[src/hw/rtl/msep_pkg.sv]
// Shared types and constants for the MIDI stream event parser.
// No dependencies.
package msep_pkg;

    typedef enum logic [1:0] {
        KIND_NOTE_ON  = 2'd0,
        KIND_NOTE_OFF = 2'd1,
        KIND_BEND     = 2'd2,
        KIND_CONTROL  = 2'd3
    } event_kind_t;

    typedef logic [3:0] nibble_t;
    typedef logic [6:0] data7_t;

    // High nibbles of the channel voice messages that produce events.
    localparam nibble_t STATUS_NOTE_ON  = 4'b1001;
    localparam nibble_t STATUS_NOTE_OFF = 4'b1000;
    localparam nibble_t STATUS_BEND     = 4'b1110;
    localparam nibble_t STATUS_CONTROL  = 4'b1011;

    // Marker bit that every status nibble carries.
    localparam nibble_t STATUS_MARK     = 4'b1000;
    localparam nibble_t NIBBLE_MASK     = 4'hF;

    // Reset value of the channel filter: negative, so every channel passes.
    localparam logic signed [4:0] FILTER_ALL = -5'sd1;

endpackage

[src/hw/rtl/midi_stream_event_parser.sv]
// MIDI stream event parser: top level, a single module.
// Depends on msep_pkg for event kinds and status nibble constants.
//
// Usage
//   Packet bytes enter on the s_ channel one transfer at a time, with
//   s_packet_end high on the last byte of a packet. A byte with bit 7 set is
//   held back and becomes the running status only if a data byte follows,
//   so header and timestamp bytes are passed over. Data bytes pair up under
//   the running status; a lone data byte followed by a status byte or by the
//   end of the packet goes out with a second byte of zero. Note-on, note-off,
//   pitch-bend and control-change events whose channel passes the filter
//   appear as transfers on the m_ channel; other input bytes give nothing.
//   The cfg_ channel writes the signed channel filter (negative passes every
//   channel); it is always ready and should be written only while idle.
// Timing
//   Each accepted byte is decoded in the cycle it is accepted and its event,
//   if any, is valid on the m_ channel in the next cycle. One byte can be
//   accepted every cycle while m_ready is high: the single output register
//   is refilled in the same cycle that the receiver takes its contents.
// Reset and stalls
//   Reset clears the parser state, empties the output register and sets the
//   filter to pass all channels. While the receiver holds m_ready low with a
//   result waiting, s_ready stays low and the input stalls.
module midi_stream_event_parser (
    input  logic                   aclk,
    input  logic                   aresetn,
    // Configuration write channel
    input  logic                   cfg_valid,
    output logic                   cfg_ready,
    input  logic signed [4:0]      cfg_channel_filter,
    // Input byte channel
    input  logic                   s_valid,
    output logic                   s_ready,
    input  logic [7:0]             s_data_byte,
    input  logic                   s_packet_end,
    // Result channel
    output logic                   m_valid,
    input  logic                   m_ready,
    output logic [1:0]             m_event_kind,
    output logic [3:0]             m_event_channel,
    output msep_pkg::data7_t       m_first_data,
    output msep_pkg::data7_t       m_second_data
);
    import msep_pkg::*;

    logic signed [4:0] filter_reg;

    // Parser state.
    logic        held_valid_reg,    held_valid_next;
    data7_t      held_bits_reg,     held_bits_next;
    logic        pend_valid_reg,    pend_valid_next;
    data7_t      pend_value_reg,    pend_value_next;
    nibble_t     run_status_reg,    run_status_next;
    nibble_t     run_channel_reg,   run_channel_next;

    // Output register.
    logic        out_valid_reg,     out_valid_next;
    event_kind_t out_kind_reg,      out_kind_next;
    nibble_t     out_channel_reg,   out_channel_next;
    data7_t      out_first_reg,     out_first_next;
    data7_t      out_second_reg,    out_second_next;

    logic        accept;
    logic        is_status;
    data7_t      byte_low;
    nibble_t     eff_status;
    nibble_t     eff_channel;
    logic        want_emit;
    data7_t      p1;
    data7_t      p2;
    logic        chan_pass;
    logic        kind_ok;
    event_kind_t kind;

    assign cfg_ready = 1'b1;
    assign s_ready   = !out_valid_reg || m_ready;
    assign accept    = s_valid && s_ready;
    assign is_status = s_data_byte[7];
    assign byte_low  = s_data_byte[6:0];

    // A data byte promotes a held status before the event is formed; a status
    // byte flushes any lone data byte under the old running status.
    always_comb begin
        if (!is_status && held_valid_reg) begin
            eff_status  = STATUS_MARK | {1'b0, held_bits_reg[6:4]};
            eff_channel = held_bits_reg[3:0] & NIBBLE_MASK;
        end else begin
            eff_status  = run_status_reg;
            eff_channel = run_channel_reg;
        end
    end

    always_comb begin
        want_emit = 1'b0;
        p1        = pend_value_reg;
        p2        = '0;
        if (is_status) begin
            want_emit = pend_valid_reg;
        end else if (pend_valid_reg) begin
            want_emit = 1'b1;
            p2        = byte_low;
        end else if (s_packet_end) begin
            want_emit = 1'b1;
            p1        = byte_low;
        end
    end

    assign chan_pass = filter_reg[4] || (filter_reg[3:0] == eff_channel);

    always_comb begin
        kind_ok = 1'b1;
        case (eff_status)
            STATUS_NOTE_ON:  kind = KIND_NOTE_ON;
            STATUS_NOTE_OFF: kind = KIND_NOTE_OFF;
            STATUS_BEND:     kind = KIND_BEND;
            STATUS_CONTROL:  kind = KIND_CONTROL;
            default: begin
                kind    = KIND_NOTE_ON;
                kind_ok = 1'b0;
            end
        endcase
    end

    // Next parser state.
    always_comb begin
        held_valid_next  = held_valid_reg;
        held_bits_next   = held_bits_reg;
        pend_valid_next  = pend_valid_reg;
        pend_value_next  = pend_value_reg;
        run_status_next  = run_status_reg;
        run_channel_next = run_channel_reg;
        if (accept) begin
            if (is_status) begin
                pend_valid_next = 1'b0;
                pend_value_next = '0;
                held_valid_next = 1'b1;
                held_bits_next  = byte_low;
            end else begin
                held_valid_next  = 1'b0;
                held_bits_next   = '0;
                run_status_next  = eff_status;
                run_channel_next = eff_channel;
                if (pend_valid_reg) begin
                    pend_valid_next = 1'b0;
                    pend_value_next = '0;
                end else if (!s_packet_end) begin
                    pend_valid_next = 1'b1;
                    pend_value_next = byte_low;
                end
            end
            // Every packet starts from a clean stream.
            if (s_packet_end) begin
                held_valid_next  = 1'b0;
                held_bits_next   = '0;
                pend_valid_next  = 1'b0;
                pend_value_next  = '0;
                run_status_next  = '0;
                run_channel_next = '0;
            end
        end
    end

    // Next output register contents.
    always_comb begin
        out_valid_next   = out_valid_reg && !m_ready;
        out_kind_next    = out_kind_reg;
        out_channel_next = out_channel_reg;
        out_first_next   = out_first_reg;
        out_second_next  = out_second_reg;
        if (accept) begin
            out_valid_next   = want_emit && chan_pass && kind_ok;
            out_kind_next    = kind;
            out_channel_next = eff_channel;
            out_first_next   = p1;
            out_second_next  = (kind == KIND_BEND) ? data7_t'(0) : p2;
        end
    end

    always_ff @(posedge aclk) begin
        if (!aresetn) begin
            filter_reg      <= FILTER_ALL;
            held_valid_reg  <= 1'b0;
            held_bits_reg   <= '0;
            pend_valid_reg  <= 1'b0;
            pend_value_reg  <= '0;
            run_status_reg  <= '0;
            run_channel_reg <= '0;
            out_valid_reg   <= 1'b0;
        end else begin
            if (cfg_valid && cfg_ready) begin
                filter_reg <= cfg_channel_filter;
            end
            held_valid_reg  <= held_valid_next;
            held_bits_reg   <= held_bits_next;
            pend_valid_reg  <= pend_valid_next;
            pend_value_reg  <= pend_value_next;
            run_status_reg  <= run_status_next;
            run_channel_reg <= run_channel_next;
            out_valid_reg   <= out_valid_next;
        end
    end

    // Payload registers carry no reset.
    always_ff @(posedge aclk) begin
        out_kind_reg    <= out_kind_next;
        out_channel_reg <= out_channel_next;
        out_first_reg   <= out_first_next;
        out_second_reg  <= out_second_next;
    end

    assign m_valid         = out_valid_reg;
    assign m_event_kind    = out_kind_reg;
    assign m_event_channel = out_channel_reg;
    assign m_first_data    = out_first_reg;
    assign m_second_data   = out_second_reg;

endmodule

[config.mk]
export PLATFORM = sky130hd
export DESIGN_NAME = midi_stream_event_parser
export DESIGN_NICKNAME = d
export VERILOG_FILES = /design/src/hw/rtl/msep_pkg.sv /design/src/hw/rtl/midi_stream_event_parser.sv
export SDC_FILE = /design/constraint.sdc
export NUM_CORES = 1
export LEC_CHECK = 0
export ABC_AREA = 1
export ABC_CLOCK_PERIOD_IN_PS = 5100
export BUFFER_PORTS_ARGS = -buffer_cell sky130_fd_sc_hd__buf_4
export CORE_UTILIZATION = 60
export CTS_BUF_LIST = sky130_fd_sc_hd__clkbuf_8
export CTS_CLUSTER_DIAMETER = 120
export DETAILED_ROUTE_END_ITERATION = 8
export PLACE_DENSITY = 0.92
export REMOVE_ABC_BUFFERS = 1
export SLEW_MARGIN = 15
export SYNTH_ARGS = -nofsm -noshare
export SYNTH_HDL_FRONTEND = slang
export SYNTH_SLANG_ARGS = --single-unit
[constraint.sdc]
create_clock -name aclk -period 5.1 [get_ports aclk]
set_clock_uncertainty 0.1 [all_clocks]
set_input_delay 1.02 -clock aclk [delete_from_list [all_inputs] [get_ports aclk]]
set_output_delay 1.02 -clock aclk [all_outputs]
set_load 0.005 [all_outputs]
* Word-level counts from Yosys, hierarchy flattened *
Cells that the tools add are included.

storage, ports and cells
  bits in registers = 50
  output and inout bits = 23

operators by class
  equal/unequal tests = 7
  muxes and demuxes = 25
  bitwise operators = 1
  reduce and logical (&&, ||, !) cells = 13

operator list
  kind                  count
  $mux W7               8
  $mux W4               6
  $eq A4 B4 Y1 const B  4
  $mux W1               10
  $pmux W2 S3           1
  $logic_and A1 B1 Y1   5
  $eq A4 B4 Y1          1
  $reduce_or A4 Y1      1
  $logic_not A1 Y1      3
  $reduce_or A3 Y1      1
  $eq A2 B2 Y1 const B  1
  $logic_or A1 B1 Y1    2
  $ne A2 B1 Y1 const B  1
  $reduce_and A2 Y1     1
  $not A1 Y1            1

* Longest topological paths before layout *
Gate-level depths: netlist (run 1).

  depth in word-level cells = 8
  gate-level depth with buffers = 12
  gate-level depth less buffers = 12

* Worst setup path before layout (run 1) *
No wires, ideal clock.

  path type = input -> register
  start = input port m_ready
  end = register pend_value_reg[6]
  arrival = 2.244 ns
  required time = 4.929 ns
  path slack = 2.685 ns
  cell stages on the path = 8
  path buffers = 0
  path through = inv_1 > nand2_2 > nand2_1 > inv_1 > nand2_1 > nor2_1 > nand2_1 > a21oi_1

on the way
  cells in the longest elaborated chain, start to end = 2

ends and longest elaborated chain
  item                  line                             source
  from (decl)           midi_stream_event_parser.sv:38   input logic m_ready,
  $logic_or A1 B1 Y1    midi_stream_event_parser.sv:76   assign s_ready = !out_valid_reg || m_ready;
  net s_ready           midi_stream_event_parser.sv:33   output logic s_ready,
  $logic_and A1 B1 Y1   midi_stream_event_parser.sv:77   assign accept = s_valid && s_ready;
  net accept            midi_stream_event_parser.sv:63   logic accept;
  to (signal assigned)  midi_stream_event_parser.sv:196  pend_value_reg <= pend_value_next;
  to (decl)             midi_stream_event_parser.sv:52   data7_t pend_value_reg, pend_value_next;

The timed path passes the listed nets, and every way through them passes these cells.
A chain may end at the register's enable or synchronous reset.

* Worst setup path in the final report (run 1) *
  start = input port m_ready
  end = register pend_value_reg[4]

on the way
  cells in the longest elaborated chain, start to end = 2

ends and longest elaborated chain
  item                 line
  $logic_or A1 B1 Y1   midi_stream_event_parser.sv:76
  $logic_and A1 B1 Y1  midi_stream_event_parser.sv:77
  net accept           midi_stream_event_parser.sv:63

The timed path passes the listed nets, and every way through them passes these cells.

==> impl_results.md, run 1 <==
- Multi-input logic area: 811 um^2
- Cell mode on critical path: nand2_1
- Switching share of total power: 23.9%
- Area delta synth->final: 17.6%
- Vias in the first global route: 1626
- Via density per instance: 5.32
- Slew at the pin closest to its max-slew limit: 0.815 ns
- Comb pwr share: 9.8%
- Clk_lat worst skew: 0.30 ns
- NumNets Final: 314
- Routed wire length: 4440 um
- Slowest stage delay, CP: 0.80 ns
- Setup violators final: 0
- Fmax: 314 MHz
- Outcome: completed
- Detailed placement HPWL: 3200 um
- Critical path data arrival time: 3.32 ns
- Diode count: 0
- CTS tree: yes
- Clock network fraction of total power: 29.7%
- Die width: 62.1 um
- Core area: 3390 um^2
- Row cnt: 21
- Gate Count Post-Synth: 257
- Crit end category: flip-flop
- Final Critical Period: 3.18 ns
- Max capacitance violation total: 0
- Post-cts hold buffer count: 0
- Pre-antenna DRT Iters: 4
- Initial antenna violation count: 0
- Post-route ant nets: 0
- Post-route DRC: 0
- Die area: 3850 um^2
- All-Layer GR Usage: 25.3%
- Mean Syn Cell Area: 8.43 um^2
- Slowest cell on the critical path: inv_1
- Cell Pwr Density: 284 nW/um^2
- Ys Warns: 0
- DRT iter0 DRCs: 99
- Boundary pin count: 42
- Mapped Area: 2170 um^2
- Vias: 1821
- Placed Area: 2470 um^2
- Total grt overflow: 0
- H-tree level count: 2
- Final instance area: 2550 um^2
- RR Endpoint: pend_value_reg[4]
- Total clock sinks: 50
- Reg2Reg Depth: 7
- PortBufs: 40
- Setup Total Neg Slack: 0 ns
- Initial Util: 63.9%
- Register area share after synthesis: 55.5%
- Layout cells sized above 1: 22.6%
- Cell breakdown of the critical path: buf_4 > inv_1 > nand2_2 > nand2_1 > inv_1 > nand2_1 > nor2_1 > nand2_1 > a21oi_1
- Reg2reg start: m_valid
- Critical path type: primary input to flip-flop
- Hold endpoint: held_bits_reg[5]
- RSZ-0062 raised after global routing: no
- Post-CTS Setup Repair Bufs: 0
- Final Slew Violations: 0
- Clock transition at path regs: 0.09 ns
- Worst EP required: 5.23 ns
- Seq. cell area: 1200 um^2
- Sequential share of power: 60.5%
- Worst ir drop on vdd: 0.000208 V
- Worst hold path class: flip-flop to flip-flop
- Switch Pwr: 0.173 mW
- Num CTS Buffers: 5
- P_int: 0.551 mW
- Max_slew headroom: 45.6%
- Period utilisation layout: 62.4%
- Synthesized flop and latch total: 50
- GPL Wtd Cong: 0.824
- CP max FO: 21
- Synth unique cells: 24
- Min-Delay Startpoint: held_bits_reg[5]
- R2R Setup Slk: 2.41 ns
- Layout filler cell count: 248
- Largest net degree at the start of global routing: 29
- Hold depth: 2
- CP Launch Type: primary input
- Die span in y: 62.1 um
- Post-CTS sizing: 0
- First-pass GRT wire length: 6850 um
- Pleak: 1.10 nW
- Final hold vios: 0
- WL/cell: 13.0 um
- Longest Clk Path Bufs: 2
- Clock Root Buffer: clkbuf_8
==> per-layer routing <==
layer / GRT usage (%) / vias to the layer above / share of wire [%]
li1: - / 901 / -
met1: 30.0 / 862 / 41
met2: 42.9 / 53 / 53
met3: 7.66 / 5 / 5.2
met4: 10.2 / 0 / 1.2
met5: 0 / - / 0
==> cell usage after synthesis, drive strengths merged <==
master	n	area (um^2)
dfxtp	30	601
nand2	93	374
nor2	18	75.1
nand3b	4	30.0
edfxtp	20	601
conb	1	3.75
a21oi	29	149
nand3	13	95.1
clkinv	1	3.75
clkbuf	3	11.3
buf	6	45.0
nor3	2	21.3
o21ai	11	55.1
a211oi	1	7.51
inv	25	93.8
==> power groups by stage <==
stage	registers [mW]	logic (mW)	clock network (mW)
after CTS	0.438	0.0710	0.214
after global placement	0.447	0.0677	0
after global routing	0.440	0.0782	0.234
final	0.438	0.0709	0.216
after floorplan	0.447	0.0334	0
after detailed placement	0.447	0.0705	0
==> cell families (layout without fill, tap and decap cells) <==
kind of cell,Yosys count,count (layout),share of synthesized area (%)
compound gates,41,41,9.76
simple gates,130,130,27.5
flops,50,50,55.5
buf+inv,35,74,7.11
other cells,1,1,0.173
==> cell type report <==
class	instances	share of cell area, %
clock buffers	5	2.70
clock inverters	3	0.442
multi-input cells	172	31.8
inverters	26	3.83
well taps	46	2.26
flip-flops and latches	50	47.2
repair buffers	40	11.8
==> how the worst max path moves through the flow <==
| stage | startpoint | end | depth (start not counted) |
|---|---|---|---|
| finish | m_ready | pend_value_reg[4] | 9 |
| global route | m_ready | pend_value_reg[4] | 9 |
| CTS | m_ready | pend_value_reg[4] | 9 |
| detailed placement | m_ready | pend_value_reg[6] | 9 |
| global placement | m_ready | pend_value_reg[3] | 9 |
| floorplan | m_ready | pend_value_reg[0] | 8 |
==> worst max-delay path, delay by kind of cell <==
kind	cells	cell delay [ns]
simple gates	5	1.21
compound gates	1	0.16
buf+inv	3	0.92
==> layout by cell type, fill, tap and decap left out <==
cell      Yosys  layout
a211oi_1      1       1
a21oi_1      28      28
a21oi_2       1       1
buf_4         1      40
clkbuf_8      0       5
clkinv_1      1       4
conb_1        1       1
dfxtp_1      30      30
edfxtp_1     20      20
inv_1        22      22
inv_2         3       3
nand2_1      85      85
nand2_2       7       7
nand2_4       1       1
nand3_1       7       7
nand3_2       6       6
nand3b_1      4       4
nor2_1       15      15
nor2_2        3       3
nor3_1        1       1
nor3_4        1       1
o21ai_0      11      11
==> stage by stage <==
step	std cells	util [%]	total power [mW]	hold WS (ns)	worst slack [ns]
floorplan	248	-	0.480	0.336	2.31
global placement	334	72.8	0.514	0.350	1.81
detailed placement	334	72.8	0.518	0.357	1.69
CTS	342	75.2	0.723	0.370	1.95
global route	342	75.2	0.752	0.388	1.72
finish	342	75.2	0.725	0.369	1.92
Power figures use the tool's default switching activity.
==> run 2, diff against run 1 <==
Settings changed: ABC_AREA 1 to 0, ABC_CLOCK_PERIOD_IN_PS 5100 to 3200, CORE_UTILIZATION 60 to 57, PLACE_DENSITY 0.92 to 0.88.
Clock period 5.1 ns to 3.2 ns, I/O delays scaled along.
==> impl_results.md, run 2 <==
- Post-CTS sizing: 0 (unchanged)
- All-Layer GR Usage: 23.2% (-2.1 points)
- Layout filler cell count: 283 (+14%)
- Area delta synth->final: 17.4%
- Largest net degree at the start of global routing: 28 (-3.4%)
- Initial Util: 59.8% (-4.1 points)
- DRT iter0 DRCs: 170 (+72%)
- Detailed placement HPWL: 2920 um (-8.7%)
- RSZ-0062 raised after global routing: no
- Ys Warns: 0 (unchanged)
- Yosys top cell area share: 27.4% (-0.30 points)
- Mean Syn Cell Area: 10.6 um^2 (+26%)
- Post-route DRC: 0 (unchanged)
- CTS tree: yes
- Register area share after synthesis: 54.9% (-0.60 points)
- Synth area leaders: dfxtp_1, edfxtp_1, nand2_1
- Die width: 64.0 um (+3.1%)
- Final hold vios: 0 (unchanged)
- Via density per instance: 5.65 (+6.2%)
- Worst EP required: 3.16 ns (-2.07 ns)
- Total clock sinks: 50 (unchanged)
- Slew at the pin closest to its max-slew limit: 0.773 ns (-0.0423 ns)
- Cell breakdown of the critical path: buf_4 > nor2b_4 > mux2i_1 > a311oi_4 > and2_1
- Most common cell in the synthesized netlist: dfxtp_1
- Core area: 3660 um^2 (+8.0%)
- Fmax: 473 MHz
- Die span in y: 64.0 um (+3.1%)
- WHS: 0.383 ns (+0.0146 ns)
- Routed wire length: 4310 um (-2.8%)
- Clk_lat worst skew: 0.30 ns (about the same)
- Clock network fraction of total power: 29.7% (about the same)
- P_int: 0.881 mW (+60%)
- Vias: 1645 (-9.7%)
- Switch Pwr: 0.262 mW (+51%)
- Boundary pin count: 42 (unchanged)
- Post-cts hold buffer count: 0 (unchanged)
- GPL Wtd Cong: 0.901 (+9.3%)
- Slowest cell on the critical path: mux2i_1
- Vias in the first global route: 1558 (-4.2%)
- Final Critical Period: 2.11 ns
- Initial antenna violation count: 0 (unchanged)
- Post-CTS Setup Repair Bufs: 0 (unchanged)
- Async S/R FF share, synth: 0% (unchanged)
- Outcome: completed
- Pre-antenna DRT Iters: 4 (unchanged)
- Period utilisation layout: 66.0%
- Longest Clk Path Bufs: 2 (unchanged)
- Max_slew headroom: 48.4% (+2.8 points)
- Critical path data arrival time: 2.07 ns (-1.25 ns)
- PortBufs: 40 (unchanged)
- Final Slew Violations: 0 (unchanged)
- Die area: 4090 um^2 (+6.2%)
- NumNets Final: 261 (-17%)
- Max capacitance violation total: 0 (unchanged)
- H-tree level count: 2 (unchanged)
- Post-synth top flop: dfxtp_1
- Multi-input logic area: 896 um^2 (+10%)
- Cell Pwr Density: 445 nW/um^2 (+56%)
- Sequential share of power: 60.9% (+0.4 points)
- Most common library cells after synthesis: dfxtp_1, nand2_1, edfxtp_1
- CP max FO: 12 (-43%)
- Switching share of total power: 22.9% (-1.0 points)
- Comb pwr share: 9.4% (-0.4 points)
- Synth unique cells: 39 (+63%)
- Pleak: 1.01 nW (-7.7%)
- Slowest stage delay, CP: 0.48 ns (-0.32 ns)
- Post-route ant nets: 0 (unchanged)
- Commonest non-fill, non-tap cells in the layout: buf_4, dfxtp_1, nand2_1
- Synthesized flop and latch total: 50 (unchanged)
- Setup Total Neg Slack: 0 ns (unchanged)
- Clock Root Buffer: clkbuf_8
- Row cnt: 22 (+4.8%)
- CP Launch Type: primary input
- Num CTS Buffers: 5 (unchanged)
- Crit end category: flip-flop
- Worst hold path class: flip-flop to flip-flop
- Setup violators final: 0 (unchanged)
- Largest area contributor in the netlist: dfxtp_1
- Post-synth EDFFs: 20 (unchanged)
- Mapped Area: 2190 um^2 (+1.1%)
- First-pass GRT wire length: 7250 um (+5.8%)
- Worst ir drop on vdd: 0.000288 V (+39%)
- Gate Count Post-Synth: 206 (-20%)
- Critical path type: primary input to flip-flop
- Most common cell after layout, fill and taps aside: buf_4
- Clock transition at path regs: 0.08 ns (about the same)
- Seq. cell area: 1200 um^2 (unchanged)
- Layout cells sized above 1: 24.7% (+2.1 points)
- Diode count: 0 (unchanged)
- Total grt overflow: 0 (unchanged)
- WL/cell: 14.8 um (+14%)
run 2: worst max-delay path, delay by kind of cell:
family | cells | cell delay, ns
mux | 1 | 0.48
simple gates | 2 | 0.54
compound gates | 1 | 0.23
buf+inv | 1 | 0.16
run 2: path summary, 6_finish.rpt:
path                      end  slack, ns  cells after the start           start
min             filter_reg[4]       0.38                      2   filter_reg[4]
max          m_second_data[2]       1.09                      5  s_data_byte[7]
min reg2reg     filter_reg[4]       0.38                      2   filter_reg[4]
max reg2reg  m_second_data[2]       1.11                      4  held_valid_reg
run 2: logic make-up (layout without fill, tap and decap cells):
logic type / count (synthesis) / in the layout / synth area share, %
AO/OA/AOI/OAI: 39 / 39 / 13.4
buffers and inverters: 19 / 56 / 4.23
AND/OR/NAND/NOR: 73 / 73 / 16.3
multiplexers: 14 / 14 / 7.03
flip-flops: 50 / 50 / 54.9
XOR/XNOR: 10 / 10 / 4.00
other: 1 / 1 / 0.171
run 2: layout make-up:
cell class	count	share of cell area [%]
inverters	7	1.02
clock buffers	5	2.68
multi-input cells	137	34.8
flip-flops and latches	50	46.7
repair buffers	41	12.0
well taps	48	2.34
clock inverters	3	0.438
run 2: per-stage QoR:
| stage | area (um^2) | instances | setup slack, ns | power, mW | util (%) |
|---|---|---|---|---|---|
| floorplan | 2120 | 194 | 1.02 | 0.757 | - |
| global placement | 2490 | 283 | 0.822 | 0.815 | 68.0 |
| detailed placement | 2490 | 283 | 0.770 | 0.818 | 68.0 |
| CTS | 2570 | 291 | 1.08 | 1.15 | 70.2 |
| global route | 2570 | 291 | 0.925 | 1.19 | 70.2 |
| finish | 2570 | 291 | 1.09 | 1.14 | 70.2 |
run 2: routing by layer:
metal  GRT usage, %  wire (um)
met1           31.0       1860
met4           6.25         44
met5              0          0
met3           6.07        214
met2           37.1       2190
run 2: power groups by stage:
stage               combinational, mW  clock [mW]  sequential (mW)
floorplan                      0.0475           0            0.710
global placement                0.104           0            0.711
detailed placement              0.107           0            0.711
CTS                             0.108       0.346            0.696
global route                    0.118       0.368            0.698
finish                          0.107       0.339            0.696
